===== src/rtl/arpg_pkg.sv =====
// Shared types, constants and byte helpers for the ARP gateway responder.
`timescale 1ns / 1ps
`default_nettype none

package arpg_pkg;

  // Frame geometry
  localparam int unsigned FRAME_LEN   = 42;
  localparam int unsigned POS_W       = 6;
  localparam logic [POS_W-1:0] POS_FRAME_LEN = 6'd42;
  localparam logic [POS_W-1:0] POS_LAST_REQ  = 6'd41;
  localparam logic [POS_W-1:0] POS_HDR_START = 6'd12;
  localparam logic [POS_W-1:0] POS_SHA_START = 6'd22;
  localparam logic [POS_W-1:0] POS_SPA_START = 6'd28;
  localparam logic [POS_W-1:0] POS_THA_START = 6'd32;
  localparam logic [POS_W-1:0] POS_TPA_START = 6'd38;
  localparam logic [POS_W-1:0] POS_SRC_START = 6'd6;
  localparam logic [POS_W-1:0] POS_OPCODE_LO = 6'd21;

  // ARP reply opcode low byte
  localparam logic [7:0] OPCODE_REPLY = 8'h02;

  // Configuration register indexes
  localparam int unsigned CFG_IDX_W = 2;
  localparam logic [CFG_IDX_W-1:0] REG_RESPONDER_ENABLE = 2'd0;
  localparam logic [CFG_IDX_W-1:0] REG_LOCAL_MAC        = 2'd1;
  localparam logic [CFG_IDX_W-1:0] REG_GATEWAY_IP       = 2'd2;
  localparam int unsigned CFG_DATA_W = 48;

  typedef struct packed {
    logic        responder_enable;
    logic [47:0] local_mac;
    logic [31:0] gateway_ip;
  } arpg_cfg_t;

  // Reply launch request from parser to transmitter
  typedef struct packed {
    logic        valid;
    logic [47:0] requester_mac;
    logic [31:0] requester_ip;
  } arpg_trig_t;

  // Expected ARP header bytes, ethertype through opcode
  function automatic logic [7:0] hdr_expect(input logic [3:0] i);
    logic [7:0] b;
    case (i)
      4'd0:    b = 8'h08;
      4'd1:    b = 8'h06;
      4'd2:    b = 8'h00;
      4'd3:    b = 8'h01;
      4'd4:    b = 8'h08;
      4'd5:    b = 8'h00;
      4'd6:    b = 8'h06;
      4'd7:    b = 8'h04;
      4'd8:    b = 8'h00;
      4'd9:    b = 8'h01;
      default: b = 8'h00;
    endcase
    return b;
  endfunction

  // Byte i of a MAC, most significant first
  function automatic logic [7:0] mac_byte(input logic [47:0] mac, input logic [2:0] i);
    logic [7:0] b;
    case (i)
      3'd0:    b = mac[47:40];
      3'd1:    b = mac[39:32];
      3'd2:    b = mac[31:24];
      3'd3:    b = mac[23:16];
      3'd4:    b = mac[15:8];
      3'd5:    b = mac[7:0];
      default: b = 8'h00;
    endcase
    return b;
  endfunction

  // Byte i of an IPv4 address, most significant first
  function automatic logic [7:0] ip_byte(input logic [31:0] ip, input logic [1:0] i);
    logic [7:0] b;
    case (i)
      2'd0:    b = ip[31:24];
      2'd1:    b = ip[23:16];
      2'd2:    b = ip[15:8];
      default: b = ip[7:0];
    endcase
    return b;
  endfunction

  // Reply frame byte at position p
  function automatic logic [7:0] reply_at(input logic [POS_W-1:0] p,
                                          input logic [47:0] req_mac,
                                          input logic [31:0] req_ip,
                                          input logic [47:0] lmac,
                                          input logic [31:0] gw_ip);
    logic [7:0] b;
    if (p < POS_SRC_START) begin
      b = mac_byte(req_mac, 3'(p));
    end else if (p < POS_HDR_START) begin
      b = mac_byte(lmac, 3'(p - POS_SRC_START));
    end else if (p < POS_OPCODE_LO) begin
      b = hdr_expect(4'(p - POS_HDR_START));
    end else if (p == POS_OPCODE_LO) begin
      b = OPCODE_REPLY;
    end else if (p < POS_SPA_START) begin
      b = mac_byte(lmac, 3'(p - POS_SHA_START));
    end else if (p < POS_THA_START) begin
      b = ip_byte(gw_ip, 2'(p - POS_SPA_START));
    end else if (p < POS_TPA_START) begin
      b = mac_byte(req_mac, 3'(p - POS_THA_START));
    end else begin
      b = ip_byte(req_ip, 2'(p - POS_TPA_START));
    end
    return b;
  endfunction

endpackage

`default_nettype wire


===== src/rtl/arpg_if.sv =====
// Valid/ready channel interfaces for frame bytes, reply bytes and configuration writes.
`timescale 1ns / 1ps
`default_nettype none

interface arpg_rx_if;
  logic       valid;
  logic       ready;
  logic [7:0] rx_byte;
  logic       rx_last;
  modport source (output valid, output rx_byte, output rx_last, input ready);
  modport sink   (input valid, input rx_byte, input rx_last, output ready);
endinterface

interface arpg_tx_if;
  logic       valid;
  logic       ready;
  logic [7:0] reply_byte;
  logic       reply_last;
  modport source (output valid, output reply_byte, output reply_last, input ready);
  modport sink   (input valid, input reply_byte, input reply_last, output ready);
endinterface

interface arpg_cfg_if;
  logic        valid;
  logic        ready;
  logic [1:0]  index;
  logic [47:0] data;
  modport source (output valid, output index, output data, input ready);
  modport sink   (input valid, input index, input data, output ready);
endinterface

`default_nettype wire


===== src/rtl/arpg_cfg_regs.sv =====
// Configuration register file: enable, local MAC and gateway IP.
`timescale 1ns / 1ps
`default_nettype none

module arpg_cfg_regs
  import arpg_pkg::*;
(
  input  wire logic                  clk,
  input  wire logic                  rst_n,
  input  wire logic                  wr_en,
  input  wire logic [CFG_IDX_W-1:0]  wr_index,
  input  wire logic [CFG_DATA_W-1:0] wr_data,
  output arpg_cfg_t                  cfg
);

  arpg_cfg_t cfg_r;
  arpg_cfg_t cfg_nxt;

  // Decode the write index; unknown indexes are dropped
  always_comb begin
    cfg_nxt = cfg_r;
    if (wr_en) begin
      case (wr_index)
        REG_RESPONDER_ENABLE: cfg_nxt.responder_enable = wr_data[0];
        REG_LOCAL_MAC:        cfg_nxt.local_mac        = wr_data[47:0];
        REG_GATEWAY_IP:       cfg_nxt.gateway_ip       = wr_data[31:0];
        default:              cfg_nxt = cfg_r;
      endcase
    end
  end

  always_ff @(posedge clk) begin
    if (!rst_n) begin
      cfg_r <= '0;
    end else begin
      cfg_r <= cfg_nxt;
    end
  end

  assign cfg = cfg_r;

endmodule

`default_nettype wire


===== src/rtl/arpg_parser.sv =====
// Receive-side parser: byte position, header checks and sender address capture.
`timescale 1ns / 1ps
`default_nettype none

module arpg_parser
  import arpg_pkg::*;
(
  input  wire logic       clk,
  input  wire logic       rst_n,
  input  wire logic       accept,
  input  wire logic [7:0] rx_byte,
  input  wire logic       rx_last,
  input  arpg_cfg_t       cfg,
  output logic            near_end,
  output arpg_trig_t      trig
);

  logic [POS_W-1:0] pos_r, pos_nxt;
  logic             hdr_ok_r, hdr_ok_nxt;
  logic [47:0]      mac_r, mac_nxt;
  logic [31:0]      ip_r, ip_nxt;
  logic             fire;

  // Check or capture the byte at the current position
  always_comb begin
    pos_nxt    = pos_r;
    hdr_ok_nxt = hdr_ok_r;
    mac_nxt    = mac_r;
    ip_nxt     = ip_r;
    fire       = 1'b0;
    if (accept) begin
      if (pos_r < POS_FRAME_LEN) begin
        if (pos_r >= POS_HDR_START && pos_r < POS_SHA_START) begin
          if (rx_byte != hdr_expect(4'(pos_r - POS_HDR_START))) hdr_ok_nxt = 1'b0;
        end else if (pos_r >= POS_SHA_START && pos_r < POS_SPA_START) begin
          mac_nxt = {mac_r[39:0], rx_byte};
        end else if (pos_r >= POS_SPA_START && pos_r < POS_THA_START) begin
          ip_nxt = {ip_r[23:0], rx_byte};
        end else if (pos_r >= POS_TPA_START) begin
          if (rx_byte != ip_byte(cfg.gateway_ip, 2'(pos_r - POS_TPA_START))) begin
            hdr_ok_nxt = 1'b0;
          end
        end
        pos_nxt = pos_r + 6'd1;
      end
      // End of frame: launch a reply when long enough, matching and enabled, then rearm
      if (rx_last) begin
        fire       = (pos_nxt >= POS_FRAME_LEN) && hdr_ok_nxt && cfg.responder_enable;
        pos_nxt    = '0;
        hdr_ok_nxt = 1'b1;
      end
    end
  end

  // Requester fields are complete before the last request byte can fire
  assign trig = '{valid: fire, requester_mac: mac_r, requester_ip: ip_r};

  // A request at this position or later may launch a reply
  assign near_end = (pos_r >= POS_LAST_REQ);

  always_ff @(posedge clk) begin
    if (!rst_n) begin
      pos_r    <= '0;
      hdr_ok_r <= 1'b1;
    end else begin
      pos_r    <= pos_nxt;
      hdr_ok_r <= hdr_ok_nxt;
    end
  end

  always_ff @(posedge clk) begin
    mac_r <= mac_nxt;
    ip_r  <= ip_nxt;
  end

endmodule

`default_nettype wire


===== src/rtl/arpg_reply_tx.sv =====
// Reply transmitter: snapshot of requester fields, byte counter and output register.
`timescale 1ns / 1ps
`default_nettype none

module arpg_reply_tx
  import arpg_pkg::*;
(
  input  wire logic       clk,
  input  wire logic       rst_n,
  input  arpg_trig_t      trig,
  input  arpg_cfg_t       cfg,
  output logic            busy,
  output logic            out_valid,
  input  wire logic       out_ready,
  output logic [7:0]      out_byte,
  output logic            out_last
);

  logic             busy_r, busy_nxt;
  logic [POS_W-1:0] cnt_r, cnt_nxt;
  logic [47:0]      snap_mac_r;
  logic [31:0]      snap_ip_r;
  logic             ovalid_r, ovalid_nxt;
  logic [7:0]       obyte_r, obyte_nxt;
  logic             olast_r, olast_nxt;
  logic             advance;

  // While busy, load the output register whenever it is empty or being taken
  assign advance = busy_r && (!ovalid_r || out_ready);

  always_comb begin
    busy_nxt   = busy_r;
    cnt_nxt    = cnt_r;
    ovalid_nxt = ovalid_r;
    obyte_nxt  = obyte_r;
    olast_nxt  = olast_r;
    if (advance) begin
      ovalid_nxt = 1'b1;
      obyte_nxt  = reply_at(cnt_r, snap_mac_r, snap_ip_r, cfg.local_mac, cfg.gateway_ip);
      olast_nxt  = (cnt_r == POS_LAST_REQ);
      cnt_nxt    = cnt_r + 6'd1;
      if (cnt_r == POS_LAST_REQ) busy_nxt = 1'b0;
    end else if (out_ready) begin
      ovalid_nxt = 1'b0;
    end
    // Start a new reply; the parser only fires while idle
    if (trig.valid) begin
      busy_nxt = 1'b1;
      cnt_nxt  = '0;
    end
  end

  always_ff @(posedge clk) begin
    if (!rst_n) begin
      busy_r   <= 1'b0;
      cnt_r    <= '0;
      ovalid_r <= 1'b0;
    end else begin
      busy_r   <= busy_nxt;
      cnt_r    <= cnt_nxt;
      ovalid_r <= ovalid_nxt;
    end
  end

  // Hold requester addresses for the whole reply
  always_ff @(posedge clk) begin
    if (trig.valid) begin
      snap_mac_r <= trig.requester_mac;
      snap_ip_r  <= trig.requester_ip;
    end
    obyte_r <= obyte_nxt;
    olast_r <= olast_nxt;
  end

  assign busy      = busy_r;
  assign out_valid = ovalid_r;
  assign out_byte  = obyte_r;
  assign out_last  = olast_r;

endmodule

`default_nettype wire


===== src/rtl/arp_gateway_request_responder.sv =====
// Top level: answers ARP requests for the gateway IP with the local MAC.
// Throughput: one request byte per cycle; reply bytes stream out one per cycle while taken.
// Reply start: the last accepted request byte sets the busy flag, then the output register
//   takes the first reply byte, and the 42-byte reply follows with no gaps while ready.
// The input stalls only when a frame reaches its 42nd byte while the previous reply is
//   still being sent; it resumes once that reply's last byte is loaded.
// Reset (synchronous, rst_n low): control state cleared, responder off, parser rearmed.
`timescale 1ns / 1ps
`default_nettype none

module arp_gateway_request_responder
  import arpg_pkg::*;
(
  input  wire logic   clk,
  input  wire logic   rst_n,
  arpg_rx_if.sink     in_if,
  arpg_tx_if.source   out_if,
  arpg_cfg_if.sink    cfg_if
);

  arpg_cfg_t  cfg;
  arpg_trig_t trig;
  logic       near_end;
  logic       busy;
  logic       in_accept;

  // Configuration writes are always taken
  assign cfg_if.ready = 1'b1;

  arpg_cfg_regs u_cfg (
    .clk      (clk),
    .rst_n    (rst_n),
    .wr_en    (cfg_if.valid),
    .wr_index (cfg_if.index),
    .wr_data  (cfg_if.data),
    .cfg      (cfg)
  );

  // Stall only a request that could launch a second reply
  assign in_if.ready = !(busy && near_end);
  assign in_accept   = in_if.valid && in_if.ready;

  arpg_parser u_parser (
    .clk      (clk),
    .rst_n    (rst_n),
    .accept   (in_accept),
    .rx_byte  (in_if.rx_byte),
    .rx_last  (in_if.rx_last),
    .cfg      (cfg),
    .near_end (near_end),
    .trig     (trig)
  );

  arpg_reply_tx u_tx (
    .clk       (clk),
    .rst_n     (rst_n),
    .trig      (trig),
    .cfg       (cfg),
    .busy      (busy),
    .out_valid (out_if.valid),
    .out_ready (out_if.ready),
    .out_byte  (out_if.reply_byte),
    .out_last  (out_if.reply_last)
  );

endmodule

`default_nettype wire


===== src/flat_wrapper.sv =====
// flat-port wrapper written by rule: the top's interface ports become plain ports
module arp_gateway_request_responder_flat import arpg_pkg::*;
  (clk, rst_n, in_if_valid, in_if_rx_byte, in_if_rx_last, in_if_ready, out_if_valid, out_if_reply_byte, out_if_reply_last, out_if_ready, cfg_if_valid, cfg_if_index, cfg_if_data, cfg_if_ready);
  arpg_rx_if in_if_i ();
  arpg_tx_if out_if_i ();
  arpg_cfg_if cfg_if_i ();
  input  wire logic clk;
  input  wire logic rst_n;
  input wire logic [$bits(in_if_i.valid)-1:0] in_if_valid;
  input wire logic [$bits(in_if_i.rx_byte)-1:0] in_if_rx_byte;
  input wire logic [$bits(in_if_i.rx_last)-1:0] in_if_rx_last;
  output wire logic [$bits(in_if_i.ready)-1:0] in_if_ready;
  output wire logic [$bits(out_if_i.valid)-1:0] out_if_valid;
  output wire logic [$bits(out_if_i.reply_byte)-1:0] out_if_reply_byte;
  output wire logic [$bits(out_if_i.reply_last)-1:0] out_if_reply_last;
  input wire logic [$bits(out_if_i.ready)-1:0] out_if_ready;
  input wire logic [$bits(cfg_if_i.valid)-1:0] cfg_if_valid;
  input wire logic [$bits(cfg_if_i.index)-1:0] cfg_if_index;
  input wire logic [$bits(cfg_if_i.data)-1:0] cfg_if_data;
  output wire logic [$bits(cfg_if_i.ready)-1:0] cfg_if_ready;
  assign in_if_i.valid = in_if_valid;
  assign in_if_i.rx_byte = in_if_rx_byte;
  assign in_if_i.rx_last = in_if_rx_last;
  assign in_if_ready = in_if_i.ready;
  assign out_if_valid = out_if_i.valid;
  assign out_if_reply_byte = out_if_i.reply_byte;
  assign out_if_reply_last = out_if_i.reply_last;
  assign out_if_i.ready = out_if_ready;
  assign cfg_if_i.valid = cfg_if_valid;
  assign cfg_if_i.index = cfg_if_index;
  assign cfg_if_i.data = cfg_if_data;
  assign cfg_if_ready = cfg_if_i.ready;
  arp_gateway_request_responder u_core (.clk(clk), .rst_n(rst_n), .in_if(in_if_i), .out_if(out_if_i), .cfg_if(cfg_if_i));
endmodule

===== config.mk =====
export PLATFORM = sky130hd
export DESIGN_NAME = arp_gateway_request_responder_flat
export DESIGN_NICKNAME = d
export VERILOG_FILES = /design/src/rtl/arpg_pkg.sv /design/src/rtl/arpg_if.sv /design/src/rtl/arpg_cfg_regs.sv /design/src/rtl/arpg_parser.sv /design/src/rtl/arpg_reply_tx.sv /design/src/rtl/arp_gateway_request_responder.sv /design/src/flat_wrapper.sv
export SDC_FILE = /design/constraint.sdc
export NUM_CORES = 1
export LEC_CHECK = 0
export BUFFER_PORTS_ARGS = -buffer_cell sky130_fd_sc_hd__buf_2
export CORE_MARGIN = 2
export CORE_UTILIZATION = 55
export CTS_CLUSTER_DIAMETER = 100
export DETAILED_ROUTE_END_ITERATION = 10
export PLACE_DENSITY = 0.74
export SETUP_SLACK_MARGIN = 0.05
export SKIP_LAST_GASP = 1
export SLEW_MARGIN = 15
export SYNTH_ARGS = -nofsm -noshare
export SYNTH_HDL_FRONTEND = slang
export SYNTH_HIERARCHICAL = 1
export SYNTH_SLANG_ARGS = --single-unit

===== constraint.sdc =====
create_clock -name clk -period 10.9 [get_ports clk]
set_input_delay 2.18 -clock clk [delete_from_list [all_inputs] [get_ports clk]]
set_output_delay 2.18 -clock clk [all_outputs]
set_load 0.01 [all_outputs]

=== After elaboration in Yosys (flattened, before gate mapping) ===
Memory sizes are Yosys's and may differ from the RTL's.
Index checks and enable logic that the tools add are counted.

* Word-level logic and storage cells: 148
* Input bits: 64
* Bits in registers: 265
* Memories: 2
* Bits in read-only memories: 128

{| class="wikitable"
|+ Memory list
! memory !! depth !! bits a word !! read ports !! clocked after Yosys merged registers in !! write ports !! line !! source
|-
| (name not given) || 16 || 4 || 1 || 0 || 0 || arpg_pkg.sv:46 || <nowiki>case (i)</nowiki>
|-
| (name not given) || 16 || 4 || 1 || 0 || 0 || arpg_pkg.sv:46 ||
|}

* Bitwise operators: 3
* Eq/ne operators: 32
* Add/sub/neg operators: 10
* Muxes and demuxes: 42
* $lt $le $gt $ge: 16
* Reductions and logical operators: 29

{| class="wikitable"
|+ Operator list
! operator !! number
|-
| $pmux W8 S6 || 4
|-
| $mux W8 || 16
|-
| $pmux W8 S3 || 3
|-
| $eq A3 B2 Y1 const B || 8
|-
| $eq A3 B3 Y1 const B || 8
|-
| $lt A6 B5 Y1 const B || 4
|-
| $lt A6 B6 Y1 const B || 4
|-
| $ge A6 B6 Y1 const B || 3
|-
| $mux W6 || 3
|-
| $mux W1 || 16
|-
| $ne A8 B8 Y1 || 2
|-
| $add A6 B1 Y6 const B || 2
|-
| $eq A3 B1 Y1 const B || 4
|-
| $ge A6 B5 Y1 const B || 2
|-
| $logic_not A3 Y1 || 4
|-
| $eq A2 B1 Y1 const B || 4
|-
| $eq A2 B2 Y1 const B || 4
|-
| $logic_and A1 B1 Y1 || 8
|-
| $logic_not A2 Y1 || 4
|-
| $reduce_and A2 Y1 || 4
|-
| $sub A4 B4 Y4 const B || 2
|-
| $eq A6 B5 Y1 const B || 1
|-
| $eq A6 B6 Y1 const B || 1
|-
| $ge A6 B4 Y1 const B || 1
|-
| other kinds (13) || 20
|}

=== Depth between registers and ports, before layout ===
* Depth after elaboration: 23
* Mapped depth: 13
* Depth with buffers taken out: 11

=== Hierarchy ===
The synthesis kept the hierarchy.

{| class="wikitable"
|+ Modules (own cells, without submodules)
! module !! times used !! cells an instance !! area an instance (um^2)
|-
| arpg_reply_tx || 1 || 355 || 4,620.7
|-
| arpg_parser || 1 || 225 || 3,530.9
|-
| arpg_cfg_regs || 1 || 318 || 3,072.9
|-
| arp_gateway_request_responder || 1 || 4 || 22.5
|}

=== Worst setup path after synthesis ===
Ideal clock, no wire load.

* Path kind: input to register
* From: input in_if_valid
* To: register u_core.u_parser.mac_r[0] (enable)
* Path slack: 5.701 ns
* Buffers on the path: 1
* Stages on the path: 5
* Setup time: 0.454 ns
* Arrival: 4.745 ns
* Path through: a21boi_1 buf_2 nor2b_1 nand2_1 nor2_1

* Word-level cells in the longest chain between the ends: 2

{| class="wikitable"
|+ Ends and longest elaborated chain
! item !! line !! source
|-
| from (decl) || flat_wrapper.sv:9 || <nowiki>input wire logic [$bits(in_if_i.valid)-1:0] in_if_valid;</nowiki>
|-
| $logic_and A1 B1 Y1 || arp_gateway_request_responder.sv:41 || <nowiki>assign in_accept = in_if.valid && in_if.ready;</nowiki>
|-
| $reduce_and A4 Y1 (no line) || - ||
|-
| to (signal assigned) || arpg_parser.sv:72 || <nowiki>mac_r <= mac_nxt;</nowiki>
|-
| to (decl) || arpg_parser.sv:20 || <nowiki>logic [47:0] mac_r, mac_nxt;</nowiki>
|}

Every way passes these cells.
A chain may end at the register's enable or synchronous reset.

=== Final worst setup path ===
* From: register u_core.u_parser.pos_r[0]
* To: output in_if_ready

* Word-level cells in the longest chain between the ends: 3

{| class="wikitable"
|+ Ends and longest elaborated chain
! item !! line !! source
|-
| from (decl) || arpg_parser.sv:18 || <nowiki>logic [POS_W-1:0] pos_r, pos_nxt;</nowiki>
|-
| from (signal assigned) || arpg_parser.sv:66 || <nowiki>pos_r <= pos_nxt;</nowiki>
|-
| $ge A6 B6 Y1 || arpg_parser.sv:59 || <nowiki>assign near_end = (pos_r >= POS_LAST_REQ);</nowiki>
|-
| via u_core.near_end || arp_gateway_request_responder.sv:23 || <nowiki>logic near_end;</nowiki>
|-
| $logic_and A1 B1 Y1 || arp_gateway_request_responder.sv:40 || <nowiki>assign in_if.ready = !(busy && near_end);</nowiki>
|-
| $logic_not A1 Y1 || arp_gateway_request_responder.sv:40 ||
|-
| to (decl) || flat_wrapper.sv:12 || <nowiki>output wire logic [$bits(in_if_i.ready)-1:0] in_if_ready;</nowiki>
|}

The timed path passes the listed nets, and every way through them passes these cells.

==> flow_metrics.env <==
export IMPL_final_setup_worst_slack_ps=6637
export IMPL_synth_fp_nets=989
export IMPL_routed_wl_um=25590
export IMPL_hpwl_um=16880
export IMPL_pwr_share_clk=0.456
export IMPL_drive_gt1_frac=0.1484
export IMPL_track_usage=0.2347
export IMPL_drcViolationCount=0
export IMPL_power_density_nw_per_um2=166.5
export IMPL_cts_resized=0
export IMPL_post_drt_wl_per_cell_um=20.52
export IMPL_slew_headroom=0.2934
export IMPL_p_switching_mw=0.4303
export IMPL_tightest_slew_ps=1060
export IMPL_clk_pin_slew_ps=70
export IMPL_combinationalPowerShare=0.034
export IMPL_grt_pass1_vias=7200
export IMPL_synth_cells=902
export IMPL_synth_avg_cell_area_um2=12.47
export IMPL_synth_seq_cells=265
export IMPL_hold_class="reg2reg"
export IMPL_dpl_cell_count=1197
export IMPL_power_mw=2.108
export IMPL_synthArstFlopShare=0
export IMPL_setup_viol=0
export IMPL_vdd_drop_max_uv=117.8
export IMPL_coreArea_um2=20170
export IMPL_fp_dieH_um=147
export IMPL_fin_crit_sh=0.3911
export IMPL_finalCriticalPeriod_ps=4263
export IMPL_antenna_found_initial=0
export IMPL_grt_first_pass_wirelength_um=39630
export IMPL_internal_power_mw=1.677
export IMPL_numCtsBuffers=27
export IMPL_worstSkewPairLatency_ps=530
export IMPL_drtPass1Iterations=6
export IMPL_drtIter0Drc=842
export IMPL_synth_distinct_cells=68
export IMPL_place_ws_ps=6187
export IMPL_required_ps=8720
export IMPL_p_seq_frac=0.510
export IMPL_detail_route_antenna_nets=0
export IMPL_endpoint_kind="output port"
export IMPL_cp_max_fo=8
export IMPL_arrival_ps=2080
export IMPL_syn_area_um2=11250
export IMPL_syn_to_final_growth_pct=12.53
export IMPL_cts_buffer_depth=3
export IMPL_gp_congestion=0.9162
export IMPL_yosys_most_used_dff="edfxtp_1"
export IMPL_cts_hold_buf=0
export IMPL_cts_tree="done"
export IMPL_synth_edf_count=169
export IMPL_via_per_inst=5.940
export IMPL_yosysSeqAreaShare=0.6221
export IMPL_yosys_warnings=6
export IMPL_switching_share=0.2041
export IMPL_fin_cells=1247
export IMPL_tns_ps=0
export IMPL_port_buffers=74
export IMPL_path_class="reg2out"
export IMPL_hold_violations=0
export IMPL_htreeDepth=1
export IMPL_fin_skew_ps=13.99
export IMPL_grt_max_degree=83
export IMPL_vias=7407
export IMPL_dieArea_um2=21610
export IMPL_start_kind="flip-flop"
export IMPL_max_freq_mhz=234.6
export IMPL_slew_viol_final=0
export IMPL_pin_count=76
export IMPL_clockRootBuffer="clkbuf_16"
export IMPL_cts_setup_buffers=0
export IMPL_die_x_um=147
export IMPL_drv_cap=0
export IMPL_nets=1043
export IMPL_p_leak_nw=4.633
export IMPL_initial_core_util=0.5576
export IMPL_antenna_cells=0
export IMPL_rsz0062_at_grt="false"
export IMPL_clkSinkCount=265
export IMPL_grt_overflow_total=0
export IMPL_row_count=52
export IMPL_status="finished, final reports clean"
[cell families after synthesis]
family                   Yosys count  synth area share
buffers and inverters             86           0.03794
AND/OR/NAND/NOR                  242           0.09400
XOR/XNOR                          15           0.01168
adder cells (fa/ha/maj)           23           0.02559
multiplexers                     109           0.09934
AO/OA/AOI/OAI                    161            0.1090
other                              1         0.0003334
flip-flops                       265            0.6221
[worst max-delay path, stage by stage, from the launching register on]
cell and delay, ps:
dfxtp_1 490, inv_1 220, ha_1 240, inv_1 50, o21ai_0 80, a21oi_1 250, nand2_1 70, buf_2 140
[Yosys cell counts (3+ instances only)]
cell type | count | area share
a211oi_1 | 3 | 0.0020
a21oi_1 | 30 | 0.013
a221o_1 | 3 | 0.0027
a221oi_1 | 7 | 0.0055
a222oi_1 | 33 | 0.029
a22o_1 | 6 | 0.0047
a22oi_1 | 14 | 0.0093
a31oi_1 | 4 | 0.0022
and2_1 | 6 | 0.0033
buf_1 | 6 | 0.0020
buf_2 | 25 | 0.011
buf_4 | 5 | 0.0033
buf_6 | 7 | 0.0070
clkbuf_1 | 16 | 0.0053
dfxtp_1 | 96 | 0.17
edfxtp_1 | 169 | 0.45
ha_1 | 23 | 0.026
inv_1 | 25 | 0.0083
mux2_1 | 6 | 0.0060
mux2_2 | 11 | 0.011
mux2i_1 | 91 | 0.081
nand2_1 | 163 | 0.054
nand2b_1 | 5 | 0.0028
nand3_1 | 12 | 0.0053
nand4_1 | 3 | 0.0017
nor2_1 | 25 | 0.0083
nor2b_1 | 10 | 0.0056
nor3_1 | 3 | 0.0013
nor4_1 | 3 | 0.0017
o211ai_1 | 6 | 0.0040
o21a_1 | 7 | 0.0047
o21ai_0 | 16 | 0.0071
o22ai_1 | 7 | 0.0039
or3_1 | 3 | 0.0017
xnor2_1 | 14 | 0.011
[stage by stage]
stage	utilization	area (µm²)	hold WS, ps
floorplan	-	11250	400.3
global placement	0.5811	11720	400.6
detailed placement	0.5811	11720	404.5
CTS	0.6275	12660	413.6
global route	0.6275	12660	418.7
finish	0.6275	12660	413.6
[layout make-up]
type | count | area [µm²]
inverters | 26 | 97.59
well taps | 270 | 337.8
multi-input cells | 551 | 3834
clock inverters | 12 | 177.7
clock buffers | 38 | 757.0
fillers | 1595 | 7513
repair buffers | 85 | 455.4
flip-flops and latches | 265 | 6997
[path summary, 6_finish.rpt]
path,start,endpoint,slack [ps],cells after the start
max,u_core/u_parser/pos_r[0],in_if_ready,6640,7
min,u_core/u_parser/ip_r[25],u_core/u_tx/snap_ip_r[25],410,0
max reg2reg,u_core/u_parser/pos_r[0],u_core/u_tx/cnt_r[2],7020,11
min reg2reg,u_core/u_parser/ip_r[25],u_core/u_tx/snap_ip_r[25],410,0
[per-layer routing]
layer	wire length [µm]	global-route usage	share of wire
met1	11470	0.3431	0.45
met2	11560	0.3653	0.45
met4	767	0.07115	0.030
met3	1785	0.03882	0.070
met5	0	0	0
[flip-flops by register name (all words and copies together) (netlist names)]
register and count:
u_core/u_tx/out_byte 8, u_core/u_parser/hdr_ok_r 1, u_core/u_tx/out_valid 1, u_core/u_parser/mac_r 48, u_core/u_tx/snap_ip_r 32, u_core/u_tx/busy 1
u_core/u_parser/ip_r 32, u_core/u_tx/snap_mac_r 48, u_core/u_cfg/cfg 81, u_core/u_tx/cnt_r 6, u_core/u_tx/out_last 1, u_core/u_parser/pos_r 6
[cell usage in the layout, fill, tap and decap left out, types with 3 or more instances in the layout]
master,instances
clkinv_1,4
a222oi_1,33
dfxtp_1,96
mux2_1,6
nor3_1,3
clkbuf_16,27
xnor2_1,14
o211ai_1,6
buf_4,12
a21oi_1,30
nand3_1,12
a221oi_1,7
a31oi_1,4
clkbuf_1,7
nor2b_1,10
clkbuf_8,4
nand2_1,163
o21a_1,7
nor2_1,24
a22o_1,6
mux2i_1,91
nand2b_1,5
inv_1,25
o22ai_1,7
edfxtp_1,169
nand4_1,3
a22oi_1,14
buf_2,73
mux2_2,11
a211oi_1,3
bufinv_16,4
a221o_1,3
or3_1,3
ha_1,23
nor4_1,3
and2_1,6
o21ai_0,16
[power groups by stage]
stage	logic, mW	clock network, mW	registers, mW
CTS	0.0721	0.974	1.08
floorplan	0.0478	0	1.09
global placement	0.0710	0	1.10
global route	0.0789	1.01	1.08
finish	0.0721	0.960	1.08
detailed placement	0.0718	0	1.10
Note: power is estimated with default switching activity, not from simulation.
